<file path="src/design/rap_pkg.sv">
// ----------------------------------------------------------------------------
// rap_pkg
// Shared types, constants and helper functions for the residual apply
// plane store: plane geometry, bank layout, command codes, sample formats.
// ----------------------------------------------------------------------------
package rap_pkg;

  localparam int MaxWidth   = 64;
  localparam int MaxHeight  = 64;
  localparam int ClearBlock = 32;

  localparam int NumBanks  = 4;
  localparam int BankDepth = MaxWidth * MaxHeight / NumBanks;
  localparam int BankAw    = $clog2(BankDepth);

  // column and row positions with room for overhang past the store edge
  localparam int ColW = 7;
  localparam int RowW = 7;
  localparam int GrpW = ColW - 2;

  localparam int SampleW = 16;
  localparam int PaddrW  = 4;
  localparam int PdataW  = 32;

  typedef enum logic [3:0] {
    OP_WRITE = 4'd0,
    OP_READ  = 4'd1,
    OP_ADD2  = 4'd2,
    OP_ADD4  = 4'd3,
    OP_SET2  = 4'd4,
    OP_SET4  = 4'd5,
    OP_ZERO2 = 4'd6,
    OP_ZERO4 = 4'd7,
    OP_CLEAR = 4'd8
  } op_e;

  typedef enum logic [2:0] {
    FMT_U8  = 3'd0,
    FMT_U10 = 3'd1,
    FMT_U12 = 3'd2,
    FMT_U14 = 3'd3,
    FMT_S16 = 3'd4
  } fmt_e;

  typedef enum logic [1:0] {
    REG_FORMAT = 2'd0,
    REG_WIDTH  = 2'd1,
    REG_HEIGHT = 2'd2
  } reg_e;

  typedef struct packed {
    logic [2:0] fmt;
    logic [6:0] width;
    logic [6:0] height;
  } cfg_t;

  localparam logic [6:0] WidthReset  = 7'd64;
  localparam logic [6:0] HeightReset = 7'd64;
  localparam logic [15:0] UnsignedBias = 16'd16384;

  function automatic logic [2:0] fmt_shift(input logic [1:0] f);
    logic [2:0] s;
    case (f)
      2'd0:    s = 3'd7;
      2'd1:    s = 3'd5;
      2'd2:    s = 3'd3;
      default: s = 3'd1;
    endcase
    return s;
  endfunction

  function automatic logic [13:0] fmt_offset(input logic [1:0] f);
    logic [13:0] o;
    case (f)
      2'd0:    o = 14'h80;
      2'd1:    o = 14'd512;
      2'd2:    o = 14'd2048;
      default: o = 14'd8192;
    endcase
    return o;
  endfunction

  function automatic logic [13:0] fmt_max(input logic [1:0] f);
    logic [13:0] m;
    case (f)
      2'd0:    m = 14'd255;
      2'd1:    m = 14'd1023;
      2'd2:    m = 14'd4095;
      default: m = 14'd16383;
    endcase
    return m;
  endfunction

  function automatic logic signed [15:0] sat16(input logic signed [16:0] v);
    logic signed [15:0] r;
    if (v > 17'sd32767) begin
      r = 16'sh7fff;
    end else if (v < -17'sd32768) begin
      r = 16'sh8000;
    end else begin
      r = v[15:0];
    end
    return r;
  endfunction

endpackage

</file>
<file path="src/design/rap_sample_alu.sv">
// ----------------------------------------------------------------------------
// rap_sample_alu
// Residual add for one sample: saturating add for the signed format, and
// for unsigned formats the shift up, bias, saturating add, rounding shift
// down, offset and clamp.
// ----------------------------------------------------------------------------
module rap_sample_alu import rap_pkg::*; (
  input  logic [2:0]                fmt_i,
  input  logic signed [SampleW-1:0] sample_i,
  input  logic signed [SampleW-1:0] res_i,
  output logic signed [SampleW-1:0] sum_o
);

  logic [2:0]          sh;
  logic [15:0]         up;
  logic signed [15:0]  biased;
  logic signed [15:0]  added;
  logic [15:0]         ofs_bin;
  logic [16:0]         rounded;
  logic [16:0]         down;
  logic [16:0]         bias_down;
  logic signed [17:0]  scaled;
  logic [13:0]         maxv;

  always_comb begin
    sh        = fmt_shift(fmt_i[1:0]);
    maxv      = fmt_max(fmt_i[1:0]);
    up        = 16'(sample_i << sh);
    biased    = signed'(up - UnsignedBias);
    added     = sat16(17'(biased) + 17'(res_i));
    // offset binary is the same as adding 32768
    ofs_bin   = {~added[15], added[14:0]};
    rounded   = {1'b0, ofs_bin} + (17'd1 << (sh - 3'd1));
    down      = rounded >> sh;
    bias_down = 17'd32768 >> sh;
    scaled    = signed'({1'b0, down}) - signed'({1'b0, bias_down})
              + signed'({4'b0, fmt_offset(fmt_i[1:0])});

    if (fmt_i > 3'(FMT_U14)) begin
      sum_o = sat16(17'(sample_i) + 17'(res_i));
    end else if (scaled < 18'sd0) begin
      sum_o = '0;
    end else if (scaled > signed'({4'b0, maxv})) begin
      sum_o = signed'({2'b0, maxv});
    end else begin
      sum_o = scaled[15:0];
    end
  end

endmodule

</file>
<file path="config.mk">
export PLATFORM = sky130hd
export DESIGN_NAME = rap_sample_alu
export DESIGN_NICKNAME = d
export VERILOG_FILES = /design/src/design/rap_pkg.sv /design/src/design/rap_sample_alu.sv
export SDC_FILE = /design/constraint.sdc
export NUM_CORES = 1
export LEC_CHECK = 0
export BUFFER_PORTS_ARGS = -buffer_cell sky130_fd_sc_hd__buf_2
export CORE_MARGIN = 8
export CORE_UTILIZATION = 55
export DETAILED_ROUTE_END_ITERATION = 12
export PLACE_DENSITY = 0.87
export REMOVE_ABC_BUFFERS = 1
export SETUP_SLACK_MARGIN = 0.2
export SYNTH_ARGS = -nofsm -noshare
export SYNTH_HDL_FRONTEND = slang
export SYNTH_SLANG_ARGS = --single-unit
</file>
<file path="constraint.sdc">
create_clock -name vclk -period 21.6
set_input_delay 4.32 -clock vclk [all_inputs]
set_output_delay 4.32 -clock vclk [all_outputs]
set_load 0.03 [all_outputs]
</file>
==> results of run 1 <==
[through the flow]
step	total power (W)	utilization (%)	worst slack, ns	std cells
after floorplan	0.0003780	-	5.150	558
final	0.0004993	60.67	2.818	708
after detailed placement	0.0004870	60.67	3.012	708
after global routing	0.0005462	60.67	1.894	708
after global placement	0.0004775	60.67	3.389	708
after CTS	0.0004907	60.67	2.999	708
[cell families after synthesis]
logic type / count (synthesis)
AOI/OAI and AO/OA: 195
xor gates and xnor gates: 45
adders and majority gates: 78
buffers and inverters: 49
muxes: 20
and+or+nand+nor: 190
[worst max-delay path, delay by kind of cell]
family	cells	cell delay [ns]
XOR/XNOR	1	0.18
buffers and inverters	5	1.37
AO/OA/AOI/OAI	20	4.21
AND/OR/NAND/NOR	15	3.14
adder cells (fa/ha/maj)	4	1.22
[routing by layer]
layer  track usage, %  up-vias  share of wire [%]
li1                 -     2217                  -
met1            30.13     2114                 43
met4            5.643        0                2.4
met3            1.294       29                5.9
met2            42.48      194                 48
met5                0        -                  0
[power breakdown]
part,internal [W],leakage (nW),switching (W)
Clock,0,0,0
Sequential,0,0,0
Combinational,0.000196,2.07,0.000303
[worst max-delay path by stage]
stage,start,depth (start not counted),slack [ns],endpoint
global route,fmt_i[1],45,1.89,sum_o[11]
floorplan,fmt_i[1],36,5.15,sum_o[10]
finish,fmt_i[1],45,2.82,sum_o[13]
CTS,fmt_i[1],45,3.00,sum_o[13]
detailed placement,fmt_i[1],45,3.01,sum_o[13]
global placement,fmt_i[1],45,3.39,sum_o[11]
[synth_stat cells, types with 6 or more instances]
library cell,n
nor2_1,64
xor2_1,12
nand4_1,7
nand2b_1,7
a31oi_1,6
nor3_1,10
inv_1,30
o21bai_1,11
a21o_1,25
nand2_1,50
o221ai_1,7
clkbuf_1,14
a21oi_1,50
mux2i_1,11
and2_1,8
a211oi_1,7
nor2b_1,9
ha_1,69
o21ai_0,31
a221o_1,7
xnor2_1,33
nand3_1,7
[final cells by class]
cell class                 count  area, um^2  area share [%]
multi-input combinational    528        3885           88.77
timing repair buffer          51       255.2           5.832
inverter                      30       112.6           2.573
tap                           99       123.9           2.830
==> results.md, run 1 <==
- Status: completed
- Share of cells above drive strength 1: 13.14%
- Worst Path Arrival: 14.46 ns
- DP Area: 0.004377 mm^2
- Synth area leaders: ha_1 21%, xnor2_1 7.1%, a21oi_1 6.1%
- Gate Count Post-Synth: 577
- HP Class: input port to output port
- Yosys top cell area share: 21.13%
- Hold path start: fmt_i[2]
- Fin crit share: 86.95%
- Aggregate global routing overflow: 0
- Cell taking the most area after synthesis: ha_1
- Leading cell type in the layout, fill and taps excluded: ha_1
- IO Port Bufs: 51
- Layout fillers: 689
- Post-synthesis mux area share: 6.001%
- GRT Resource Usage Total: 23.74%
- Leakage: 2.069 nW
- Largest family of logic cells by synthesized area: compound AO/OA/AOI/OAI gates
- Register Area: 0 um^2
- CP max FO: 35
- Post-synthesis xor/xnor area fraction: 9.645%
- Core box area: 0.007214 mm^2
- Global-route wire length before repair: 20.49 mm
- Post-CTS Setup Bufs: 0
- Die area: 0.01044 mm^2
- Vias: 4,554
- Cell variety after synth: 79
- Req. time, crit path: 17.28 ns
- ANT nets after route: 0
- Final slew viol count: 0
- Number of primary I/O pins: 51
- Layout area overhead: 7.104%
- Fin crit period: 18.78 ns
- Largest net degree at the start of global routing: 49
- Slew HR: 37.51%
- Final Hold Viols: 0
- Synth Area in Simple Gates: 22.44%
- CP peak stage delay: 0.48 ns
- Drt pass-1 iters: 7
- Setup CP Type: input port to output port
- Post-Route Setup TNS: 0 ns
- # DRC: 0
- Most frequent cells in the layout: 69 x ha_1, 64 x nor2_1, 51 x buf_2, 50 x a21oi_1, 50 x nand2_1
- Compound-Gate Fraction of Synth Area: 33.04%
- Cell area after layout: 0.004377 mm^2
- N_diodes: 0
- Drt total wl: 12.50 mm
- Mean post-synth cell area: 7.082 um^2
- Routed vias/inst: 6.432
- Mapped cell area: 0.004086 mm^2
- Initial Util: 56.64%
- Die W: 102.2 um
- Clock buffers: 0
- Yosys warning total: 0
- Vias in the first global route: 4,427
- Worst Hold Depth: 3
- Adder-cell share of the synthesized area: 23.94%
- Detail-routed net length per standard cell: 17.66 um
- Pwr dens: 114.1 mW/mm^2
- Crit end category: output port
- Placer Congestion: 1.042
- Sequential share of the synthesized area: 0%
- Nets: 717
- Hpwl dp: 10.63 mm
- Number of antenna violations at the first check in global routing: 0
- Worst Tran Pin Value: 0.9374 ns
- Final setup vio count: 0
- Seq cells: 0
- # rows: 31
- Hold Path End: sum_o[15]
- Hold_buf cts: 0
- Max_cap viols: 0
- Die height: 102.2 um
- DRT iter0 DRCs: 356
- Worst path slowest cell: buf_2
- CP startpoint kind: input port
- Resized cells post-CTS: 0
- Fmax achieved: 53.24 MHz
- RSZ-0062 raised after global routing: no
- Max IR drop VDD: 0.00004867 V
- WHS: 9.082 ns
(Power assumes the default switching activity.)
==> run 2, diff against run 1 <==
Settings changed: CORE_MARGIN 8 to 5, SLEW_MARGIN set to 20.
==> results.md, run 2 (synthesis gave the netlist of run 1 again) <==
- Status: completed
- Number of primary I/O pins: 51
- IO Port Bufs: 51
- Fmax achieved: 53.11 MHz
- Final setup vio count: 0
- Drt pass-1 iters: 5
- Placement Setup Slack: 3.031 ns
- Final slew viol count: 0
- Leakage: 2.069 nW
- Die W: 96.20 um
- DRT iter0 DRCs: 410
- Max IR drop VDD: 0.00005214 V
- # rows: 31
- Fin crit period: 18.83 ns
- Crit end category: output port
- Layout area overhead: 7.104%
- # DRC: 0
- Worst path slowest cell: buf_2
- Nets: 717
- N_diodes: 0
- Post-Route Setup TNS: 0 ns
- Number of antenna violations at the first check in global routing: 0
- Met2 usage: 45.26%
- Placer Congestion: 1.032
- Setup CP Type: input port to output port
- Layout fillers: 684
- ANT nets after route: 0
- Initial Util: 56.34%
- Worst Path Arrival: 14.51 ns
- Aggregate global routing overflow: 0
- Post-layout util: 60.34%
- Global-route layer with the greatest usage: met2
- Die area: 0.009253 mm^2
- Setup WS post-layout: 2.771 ns
- Routed vias/inst: 6.480
- HP Class: input port to output port
- RSZ-0062 raised after global routing: no
- Hold_buf cts: 0
- Resized cells post-CTS: 0
- Worst Tran Pin Value: 0.9422 ns
- Most frequent cells in the layout: 69 x ha_1, 64 x nor2_1, 51 x buf_2, 50 x a21oi_1, 50 x nand2_1
- Fin crit share: 87.17%
- Post-CTS Setup Bufs: 0
- Final Hold Viols: 0
- GRT Resource Usage Total: 26.45%
- Largest net degree at the start of global routing: 49
- CP peak stage delay: 0.47 ns
- Clock buffers: 0
- Share of cells above drive strength 1: 13.14%
- Leading cell type in the layout, fill and taps excluded: ha_1
- M3 GR Usage: 1.876%
- Req. time, crit path: 17.28 ns
- Core box area: 0.007253 mm^2
- Seq cells: 0
- Hpwl dp: 10.29 mm
- Vias in the first global route: 4,300
- Drt total wl: 12.27 mm
- Pwr dens: 114.2 mW/mm^2
- Global-route wire length before repair: 20.04 mm
- Detail-routed net length per standard cell: 17.34 um
- Vias: 4,588
- Register Area: 0 um^2
- CP max FO: 35
- CP startpoint kind: input port
- Max_cap viols: 0
- Grt met1 use: 34.12%
- Die height: 96.20 um
- Slew HR: 37.19%
run 2: cell counts in the layout (fill, tap and decap cells not counted):
Identical to the previous run, type by type.
run 2: cell type report:
class | count | area (um^2) | share of cell area [%]
Timing Repair Buffer | 51 | 255.2 | 5.832
Inverter | 30 | 112.6 | 2.573
Multi-Input combinational cell | 528 | 3885 | 88.77
Tap cell | 99 | 123.9 | 2.830
run 2: where the power goes:
group	internal (W)	switching, W	total, W	leakage, nW
clock	0	0	0	0
combinational	0.000196	0.000304	0.000500	2.07
sequential	0	0	0	0
total	0.000196	0.000304	0.000500	2.07
run 2: final timing paths:
check	to	cells after the start	from
hold / removal	sum_o[15]	3	fmt_i[2]
setup / recovery	sum_o[13]	45	fmt_i[1]
run 2: stage by stage:
stage / hold WS [ns] / area, um^2 / instances / total power [W]
6_report: 9.074 / 4377 / 708 / 0.0004997
5_1_grt: 9.103 / 4377 / 708 / 0.0005451
4_1_cts: 9.081 / 4377 / 708 / 0.0004881
3_5_place_dp: 9.079 / 4377 / 708 / 0.0004839
3_3_place_gp: 9.074 / 4377 / 708 / 0.0004764
2_1_floorplan: 8.883 / 3998 / 558 / 0.0003780
run 2: worst max-delay path, delay by kind of cell:
kind,cells,cell delay [ns]
AOI/OAI and AO/OA,20,4.18
xor gates and xnor gates,1,0.19
adders and majority gates,4,1.21
and+or+nand+nor,15,3.21
buffers and inverters,5,1.37
run 2: routing by layer:
metal | share of wire [%] | wire (um)
met5 | 0 | 0
met4 | 4.0 | 486
met3 | 5.7 | 694
met2 | 47 | 5828
met1 | 43 | 5263
