===== config.mk =====
export PLATFORM = sky130hd
export DESIGN_NAME = rap_cfg_regs
export DESIGN_NICKNAME = d
export VERILOG_FILES = /design/src/design/rap_pkg.sv /design/src/design/rap_cfg_regs.sv
export SDC_FILE = /design/constraint.sdc
export NUM_CORES = 1
export LEC_CHECK = 0
export BUFFER_PORTS_ARGS = -buffer_cell sky130_fd_sc_hd__buf_2
export CAP_MARGIN = 20
export CORE_ASPECT_RATIO = 0.75
export CORE_MARGIN = 1.5
export CORE_UTILIZATION = 30
export CTS_CLUSTER_SIZE = 20
export DETAILED_ROUTE_END_ITERATION = 7
export PLACE_DENSITY = 0.7
export SETUP_SLACK_MARGIN = 0.05
export SLEW_MARGIN = 20
export SYNTH_ARGS = -nofsm -noshare
export SYNTH_HDL_FRONTEND = slang
export SYNTH_SLANG_ARGS = --single-unit

===== constraint.sdc =====
create_clock -name clk_i -period 0.8 [get_ports clk_i]
set_input_delay 0.08 -clock clk_i [delete_from_list [all_inputs] [get_ports clk_i]]
set_output_delay 0.08 -clock clk_i [all_outputs]
set_load 0.1 [all_outputs]

===== src/design/rap_pkg.sv =====
// ----------------------------------------------------------------------------
// rap_pkg
// Shared types, constants and helper functions for the residual apply
// plane store: plane geometry, bank layout, command codes, sample formats.
// ----------------------------------------------------------------------------
package rap_pkg;

  localparam int MaxWidth   = 64;
  localparam int MaxHeight  = 64;
  localparam int ClearBlock = 32;

  localparam int NumBanks  = 4;
  localparam int BankDepth = MaxWidth * MaxHeight / NumBanks;
  localparam int BankAw    = $clog2(BankDepth);

  // column and row positions with room for overhang past the store edge
  localparam int ColW = 7;
  localparam int RowW = 7;
  localparam int GrpW = ColW - 2;

  localparam int SampleW = 16;
  localparam int PaddrW  = 4;
  localparam int PdataW  = 32;

  typedef enum logic [3:0] {
    OP_WRITE = 4'd0,
    OP_READ  = 4'd1,
    OP_ADD2  = 4'd2,
    OP_ADD4  = 4'd3,
    OP_SET2  = 4'd4,
    OP_SET4  = 4'd5,
    OP_ZERO2 = 4'd6,
    OP_ZERO4 = 4'd7,
    OP_CLEAR = 4'd8
  } op_e;

  typedef enum logic [2:0] {
    FMT_U8  = 3'd0,
    FMT_U10 = 3'd1,
    FMT_U12 = 3'd2,
    FMT_U14 = 3'd3,
    FMT_S16 = 3'd4
  } fmt_e;

  typedef enum logic [1:0] {
    REG_FORMAT = 2'd0,
    REG_WIDTH  = 2'd1,
    REG_HEIGHT = 2'd2
  } reg_e;

  typedef struct packed {
    logic [2:0] fmt;
    logic [6:0] width;
    logic [6:0] height;
  } cfg_t;

  localparam logic [6:0] WidthReset  = 7'd64;
  localparam logic [6:0] HeightReset = 7'd64;
  localparam logic [15:0] UnsignedBias = 16'd16384;

  function automatic logic [2:0] fmt_shift(input logic [1:0] f);
    logic [2:0] s;
    case (f)
      2'd0:    s = 3'd7;
      2'd1:    s = 3'd5;
      2'd2:    s = 3'd3;
      default: s = 3'd1;
    endcase
    return s;
  endfunction

  function automatic logic [13:0] fmt_offset(input logic [1:0] f);
    logic [13:0] o;
    case (f)
      2'd0:    o = 14'h80;
      2'd1:    o = 14'd512;
      2'd2:    o = 14'd2048;
      default: o = 14'd8192;
    endcase
    return o;
  endfunction

  function automatic logic [13:0] fmt_max(input logic [1:0] f);
    logic [13:0] m;
    case (f)
      2'd0:    m = 14'd255;
      2'd1:    m = 14'd1023;
      2'd2:    m = 14'd4095;
      default: m = 14'd16383;
    endcase
    return m;
  endfunction

  function automatic logic signed [15:0] sat16(input logic signed [16:0] v);
    logic signed [15:0] r;
    if (v > 17'sd32767) begin
      r = 16'sh7fff;
    end else if (v < -17'sd32768) begin
      r = 16'sh8000;
    end else begin
      r = v[15:0];
    end
    return r;
  endfunction

endpackage


===== src/design/rap_cfg_regs.sv =====
// ----------------------------------------------------------------------------
// rap_cfg_regs
// APB-style register file: sample format and active plane size.
// ----------------------------------------------------------------------------
module rap_cfg_regs import rap_pkg::*; (
  input  logic              clk_i,
  input  logic              rst_ni,
  input  logic              psel,
  input  logic              penable,
  input  logic              pwrite,
  input  logic [PaddrW-1:0] paddr,
  input  logic [PdataW-1:0] pwdata,
  output logic [PdataW-1:0] prdata,
  output logic              pready,
  output cfg_t              cfg_o
);

  cfg_t cfg_q;
  cfg_t cfg_d;
  logic wr_en;

  assign pready = 1'b1;
  assign wr_en  = psel & penable & pwrite & pready;

  always_comb begin
    cfg_d = cfg_q;
    if (wr_en) begin
      unique case (paddr[3:2])
        REG_FORMAT: cfg_d.fmt    = pwdata[2:0];
        REG_WIDTH:  cfg_d.width  = pwdata[6:0];
        REG_HEIGHT: cfg_d.height = pwdata[6:0];
        default:    cfg_d        = cfg_q;
      endcase
    end
  end

  always_comb begin
    unique case (paddr[3:2])
      REG_FORMAT: prdata = {29'b0, cfg_q.fmt};
      REG_WIDTH:  prdata = {25'b0, cfg_q.width};
      REG_HEIGHT: prdata = {25'b0, cfg_q.height};
      default:    prdata = '0;
    endcase
  end

  always_ff @(posedge clk_i or negedge rst_ni) begin
    if (!rst_ni) begin
      cfg_q.fmt    <= 3'(FMT_U8);
      cfg_q.width  <= WidthReset;
      cfg_q.height <= HeightReset;
    end else begin
      cfg_q <= cfg_d;
    end
  end

  assign cfg_o = cfg_q;

endmodule

==> results of run 1 <==
## cells by family (layout without fill, tap and decap cells)
| logic type | count (synthesis) | after routing | synth area share (%) |
|---|---|---|---|
| DFF | 17 | 17 | 42.3 |
| and+or+nand+nor | 9 | 9 | 5.57 |
| other | 2 | 26 | 0.743 |
| buffers and inverters | 29 | 75 | 21.9 |
| AOI/OAI and AO/OA | 7 | 7 | 4.95 |
| muxes | 20 | 20 | 24.5 |
## Yosys cell counts, drive strengths merged
cell type	n	area share (%)
a22o	4	3.5
and2b	1	0.74
buf	28	22
clkbuf	1	0.37
conb	2	0.74
dfrtp	15	37
dfstp	2	5.2
mux2	17	22
mux2i	3	3.0
nand2	3	1.1
nand3	1	0.49
nor2b	1	0.62
nor3	1	0.49
nor3b	1	1.2
o21ai	3	1.5
or3b	1	0.87
## per-stage QoR
| stage | setup TNS, ns | total power [uW] |
|---|---|---|
| final | -10.86 | 7070 |
| after CTS | -10.41 | 6970 |
| after detailed placement | -10.21 | 6070 |
| after global routing | -11.84 | 7270 |
| after floorplan | -7.67 | 4460 |
| after global placement | -9.62 | 6020 |
## cell usage in the layout, fill, tap and decap left out
cell           instances
nor3_4                 1
buf_2                  9
dlygate4sd3_1          1
nor3b_4                1
dfrtp_4               12
mux2_2                 1
dfstp_4                2
mux2i_4                3
buf_8                  1
a22o_4                 4
clkinv_2               1
conb_1                26
nand3_4                1
dfrtp_2                3
mux2_4                16
buf_12                24
nor2b_1                1
nand2_1                3
and2b_1                1
buf_4                  7
or3b_4                 1
o21ai_4                3
clkbuf_8               3
buf_6                 29
## power by group
| group | switching [uW] | internal [uW] | total [uW] |
|---|---|---|---|
| registers | 264 | 1200 | 1460 |
| logic | 3040 | 1920 | 4960 |
| clock network | 300 | 346 | 646 |
| total | 3610 | 3460 | 7070 |
## layout make-up
type                    count  area (sq um)
clock inverters             1          5.00
well taps                  40          50.0
flip-flops and latches     17           484
clock buffers               3          41.3
multi-input cells          62           624
fillers                   213          1110
repair buffers             71           930
## what timing repair did
item	4_1_cts	5_1_grt
setup endpoints to repair	41	41
pin swaps	5	4
setup buffers	1	4
hold buffers	1	0
endpoints found under the hold margin	15	0
gates resized for setup	33	11
## path summary, 6_finish.rpt
kind / start / to / cells after the start
max in group asynchronous: rst_ni / cfg_o[5] / 2
min in group asynchronous: rst_ni / cfg_o[16] / 2
worst max-delay path: cfg_o[6] / prdata[6] / 2
worst min register to register: cfg_o[2] / cfg_o[2] / 1
worst max register to register: cfg_o[4] / cfg_o[4] / 3
worst min-delay path: pwdata[6] / cfg_o[13] / 2
## routing by layer
metal	GRT usage [%]	part of all wire (%)	vias up	wire length, um
met4	0.962	0	0	0
li1	-	-	373	-
met5	0	0	-	0
met1	19.3	40	393	1160
met3	4.57	5.9	0	172
met2	29.2	54	41	1570
==> flow_metrics.tcl, run 1 <==
set metrics [dict create \
    status "finished, violations left" \
    violations "setup timing" \
    grt_overflow 0 \
    cts-root-buf "clkbuf_8" \
    grt_pass1_vias 829 \
    firstDrtPassIters 2 \
    slowest_delay_ns 0.63 \
    cp.required_ns 0.72 \
    power_density_mw_per_mm2 3310 \
    drt_iter0_drc 8 \
    reg2reg_slack_ns -0.28 \
    vias_per_cell 4.16 \
    place_hpwl_um 1930 \
    drt-total-wl_um 2910 \
    cts.path.max_buffers 2 \
    fin_util_pct 65.8 \
    grt_antenna_before_repair 0 \
    hold_ws_ns 0.0773 \
    final_cells 194 \
    max_freq_mhz 783 \
    p_leak_uw 0.000995 \
    max_cap_violations 0 \
    critical_path_class "reg2out" \
    fin_nets 196 \
    worstPathArrival_ns 1.20 \
    slew_viol_final 0 \
    critPathCaptureType "output pin" \
    die_area_sq_mm 0.00373 \
    setup_violations 41 \
    drc 0 \
    grt_usage_pct 15.8 \
    htreeDepth 1 \
    fin_crit_sh_pct 160 \
    fp.dieW_um 70.0 \
    post-place-ws_ns -0.459 \
    rsz0062_at_grt "true" \
    coreArea_sq_mm 0.00324 \
    cts_tree "built" \
    min_period_ns 1.28 \
    synthCells 84 \
    yosysSeqAreaShare_pct 42.3 \
    finalInstanceArea_sq_mm 0.00213 \
    initial_core_util_pct 31.2 \
    critPathBufInv 1 \
    ant_nets 0 \
    placed_area_sq_mm 0.00188 \
    crit_chain "a22o_4, buf_12" \
    rows 18 \
    clkSinkCount 17 \
    clk_latency_ns 0.26 \
    ir_drop_mv 2.11 \
    ys_types 18 \
    io_buffers 37 \
    fin_skew_ns 0 \
    ys_warn_count 0 \
    largest_register_ffs 17 \
    cp-start-kind "flip-flop" \
    hold_class "in2reg" \
    dp.cells 185 \
    area_growth_pct 111 \
    cts.clk_slew.worst_paths_ns 0.07 \
    grt_max_degree 18 \
    num_vias 807 \
    num_antenna_cells 0 \
    avgSynthCellArea_sq_um 12.0 \
    crit_family "flip-flops" \
    slowest_stage "dfstp_4" \
    die_y_um 53.3 \
    grt_pass1_wl_um 4400 \
    io_pins 91 \
    drt-wirelength-per-cell_um 15.0 \
    worst_slack_ns -0.476 \
    place_congestion 0.772 \
    hold_viol 0 \
    cts_buffers 3 \
    syn_area_sq_mm 0.00101 \
    ys_ff_latch 17 \
    cp_max_fo 3 \
    drive_above_1_share_pct 79.2 \
]
Note: power is estimated with default switching activity, not from simulation.
==> run 2: changes to the inputs <==
--- a/config.mk
+++ b/config.mk
@@ -5,6 +5,7 @@
 export SDC_FILE = /design/constraint.sdc
 export NUM_CORES = 1
 export LEC_CHECK = 0
+export ABC_AREA = 1
 export BUFFER_PORTS_ARGS = -buffer_cell sky130_fd_sc_hd__buf_2
 export CAP_MARGIN = 20
 export CORE_ASPECT_RATIO = 0.75
==> run 2 against run 1 <==
  * The flow still finishes with violations (setup timing)
  * Critical path depth rose by 1
  * Synthesized area rose by 2.1%
  * Global-route usage rose by 0.26 points
  * Utilization rose by 4.0 points
  * Fmax fell by 0.37%
  * Clock skew did not move
  * Wire length rose by 13%
  * Register-to-register slack improved by 0.10 ns
  * Setup slack got worse by 0.0048 ns
  * Design area rose by 7.5%
  * Clock power rose by 3.1%
  * Largest cell class unchanged
==> flow_metrics.tcl, run 2 <==
set metrics [dict create \
    ys_warn_count 0 \
    fill_cells 224 \
    drive_above_1_share_pct 69.9 \
    grt_pass1_wl_um 4600 \
    ys_ff_latch 17 \
    hold_viol 0 \
    grt_pass1_vias 972 \
    cts.path.max_buffers 2 \
    yosys_most_used_dff "dfrtp_1" \
    crit_chain "nand2_4, nand2_8, buf_12" \
    clk_latency_ns 0.26 \
    synthArstFlopShare_pct 100 \
    violations "setup timing" \
    drc 0 \
    slew_viol_final 0 \
    hold_ws_ns 0.0400 \
    coreArea_sq_mm 0.00329 \
    io_buffers 37 \
    p_leak_uw 0.00120 \
    setup_violations 40 \
    hold_class "in2reg" \
    critPathCaptureType "output pin" \
    grt_max_degree 18 \
    cp.required_ns 0.72 \
    worstPathArrival_ns 1.20 \
    max_cap_violations 0 \
    synth_edf_count 0 \
    cts.clk_slew.worst_paths_ns 0.08 \
    status "finished, violations left" \
    max_freq_mhz 781 \
    ys_types 13 \
    rows 18 \
    drt-total-wl_um 3300 \
    syn_area_sq_mm 0.00103 \
    fin_skew_ns 0 \
    num_vias 1055 \
    yosys.area.top_type_share_pct 36.4 \
    htreeDepth 1 \
    fp.dieW_um 70.7 \
    slowest_stage "dfstp_4" \
    place_congestion 0.751 \
    final_common_cell "nand2_1" \
    fin_nets 251 \
    firstDrtPassIters 4 \
    cts_buffers 3 \
    ir_drop_mv 1.18 \
    grt_overflow 0 \
    synthCells 138 \
    yosysSeqAreaShare_pct 41.5 \
    drt_iter0_drc 21 \
    area_growth_pct 122 \
    vias_per_cell 4.24 \
    ant_nets 0 \
    min_period_ns 1.28 \
    largest_register_ffs 17 \
    clkSinkCount 17 \
    synth_most_common_cell "nand2_1" \
    num_antenna_cells 0 \
    initial_core_util_pct 31.4 \
    cp_max_fo 3 \
    synth_area_leader_cell "dfrtp_1" \
    netlist_top_cells_area "dfrtp_1, nand2_1, buf_4" \
    drt-wirelength-per-cell_um 13.2 \
    cts_tree "built" \
    layout_common_cells "nand2_1, conb_1, buf_12" \
    critical_path_class "reg2out" \
    io_pins 91 \
    fin_util_pct 69.8 \
    power_density_mw_per_mm2 2900 \
    cp-start-kind "flip-flop" \
    worst_slack_ns -0.481 \
    cts-root-buf "clkbuf_8" \
    synthTopCellsByCount "nand2_1, buf_4, dfrtp_1" \
    rsz0062_at_grt "true" \
    slowest_delay_ns 0.65 \
    die_area_sq_mm 0.00381 \
    die_y_um 53.8 \
    grt_antenna_before_repair 0 \
    avgSynthCellArea_sq_um 7.48 \
    grt_usage_pct 16.0 \
    place_hpwl_um 2130 \
    fin_crit_sh_pct 160 \
]
[run 2: cell count changes after synthesis, moves of 3 or more]
cell / before / now
nand2_1: 3 / 75
mux2_2: 10 / 0
mux2_4: 7 / 0
a22o_1: 4 / 0
inv_1: 0 / 3
mux2i_1: 3 / 0
nor2_4: 0 / 3
o21ai_0: 3 / 0
[run 2: worst paths after layout]
check	endpoint	cells past startpoint	slack, ns	startpoint
min in group asynchronous	cfg_o[10]	2	0.31	rst_ni
worst min register to register	cfg_o[6]	2	0.59	cfg_o[6]
max in group asynchronous	cfg_o[14]	2	0.16	rst_ni
worst max register to register	cfg_o[13]	4	-0.18	cfg_o[13]
worst min-delay path	cfg_o[12]	3	0.04	pwdata[5]
worst max-delay path	prdata[6]	3	-0.48	cfg_o[6]
[run 2: routing by layer]
metal  vias up  share of wire [%]  track usage, %
met4         0               0.97            2.83
met2        41                 56            31.3
met5         -                  0               0
li1        504                  -               -
met3         4                4.8            3.56
met1       506                 38            18.5
[run 2: cells by family after synthesis]
group         after synthesis  share of synthesized area, %
buf+inv                    31                          20.7
flops                      17                          41.5
other cells                 2                         0.728
simple gates               88                          37.1
[run 2: what timing repair did]
item,CTS,global route
hold buffers,1,0
setup buffers,4,7
pin swaps,11,18
endpoints found under the setup margin,40,41
hold endpoints to repair,15,0
gates resized for setup,42,33
[run 2: where the power goes]
part / switching [uW] / internal, uW / total (uW)
Sequential: 233 / 1170 / 1400
Combinational: 2940 / 1650 / 4600
Clock: 320 / 346 / 666
[run 2: stage by stage]
step                      setup WS, ns  instance area, sq um  setup TNS, ns  std cells  power [uW]
after floorplan                 -0.342                  1330          -3.36        162        3990
after global placement          -0.229                  1910          -3.27        234        5380
after detailed placement        -0.261                  1910          -4.04        234        5420
after CTS                       -0.485                  2140          -8.96        243        6400
after global routing            -0.506                  2290         -10.69        249        6860
final                           -0.481                  2290          -9.84        249        6660
[run 2: critical path, delay by kind of cell, from the launching register on]
| kind | cells | cell delay (ns) |
|---|---|---|
| buffers and inverters | 1 | 0.16 |
| flip-flops | 1 | 0.65 |
| AND/OR/NAND/NOR | 2 | 0.13 |
[run 2: area by class of cell]
type | instances | area, sq um | area share [%]
Inverter | 5 | 26.3 | 1.15
Clock buffer | 3 | 41.3 | 1.80
Timing Repair Buffer | 69 | 907 | 39.5
Tap cell | 40 | 50.0 | 2.18
Sequential cell | 17 | 492 | 21.4
Clock inverter | 1 | 5.00 | 0.218
Multi-Input combinational cell | 114 | 773 | 33.7
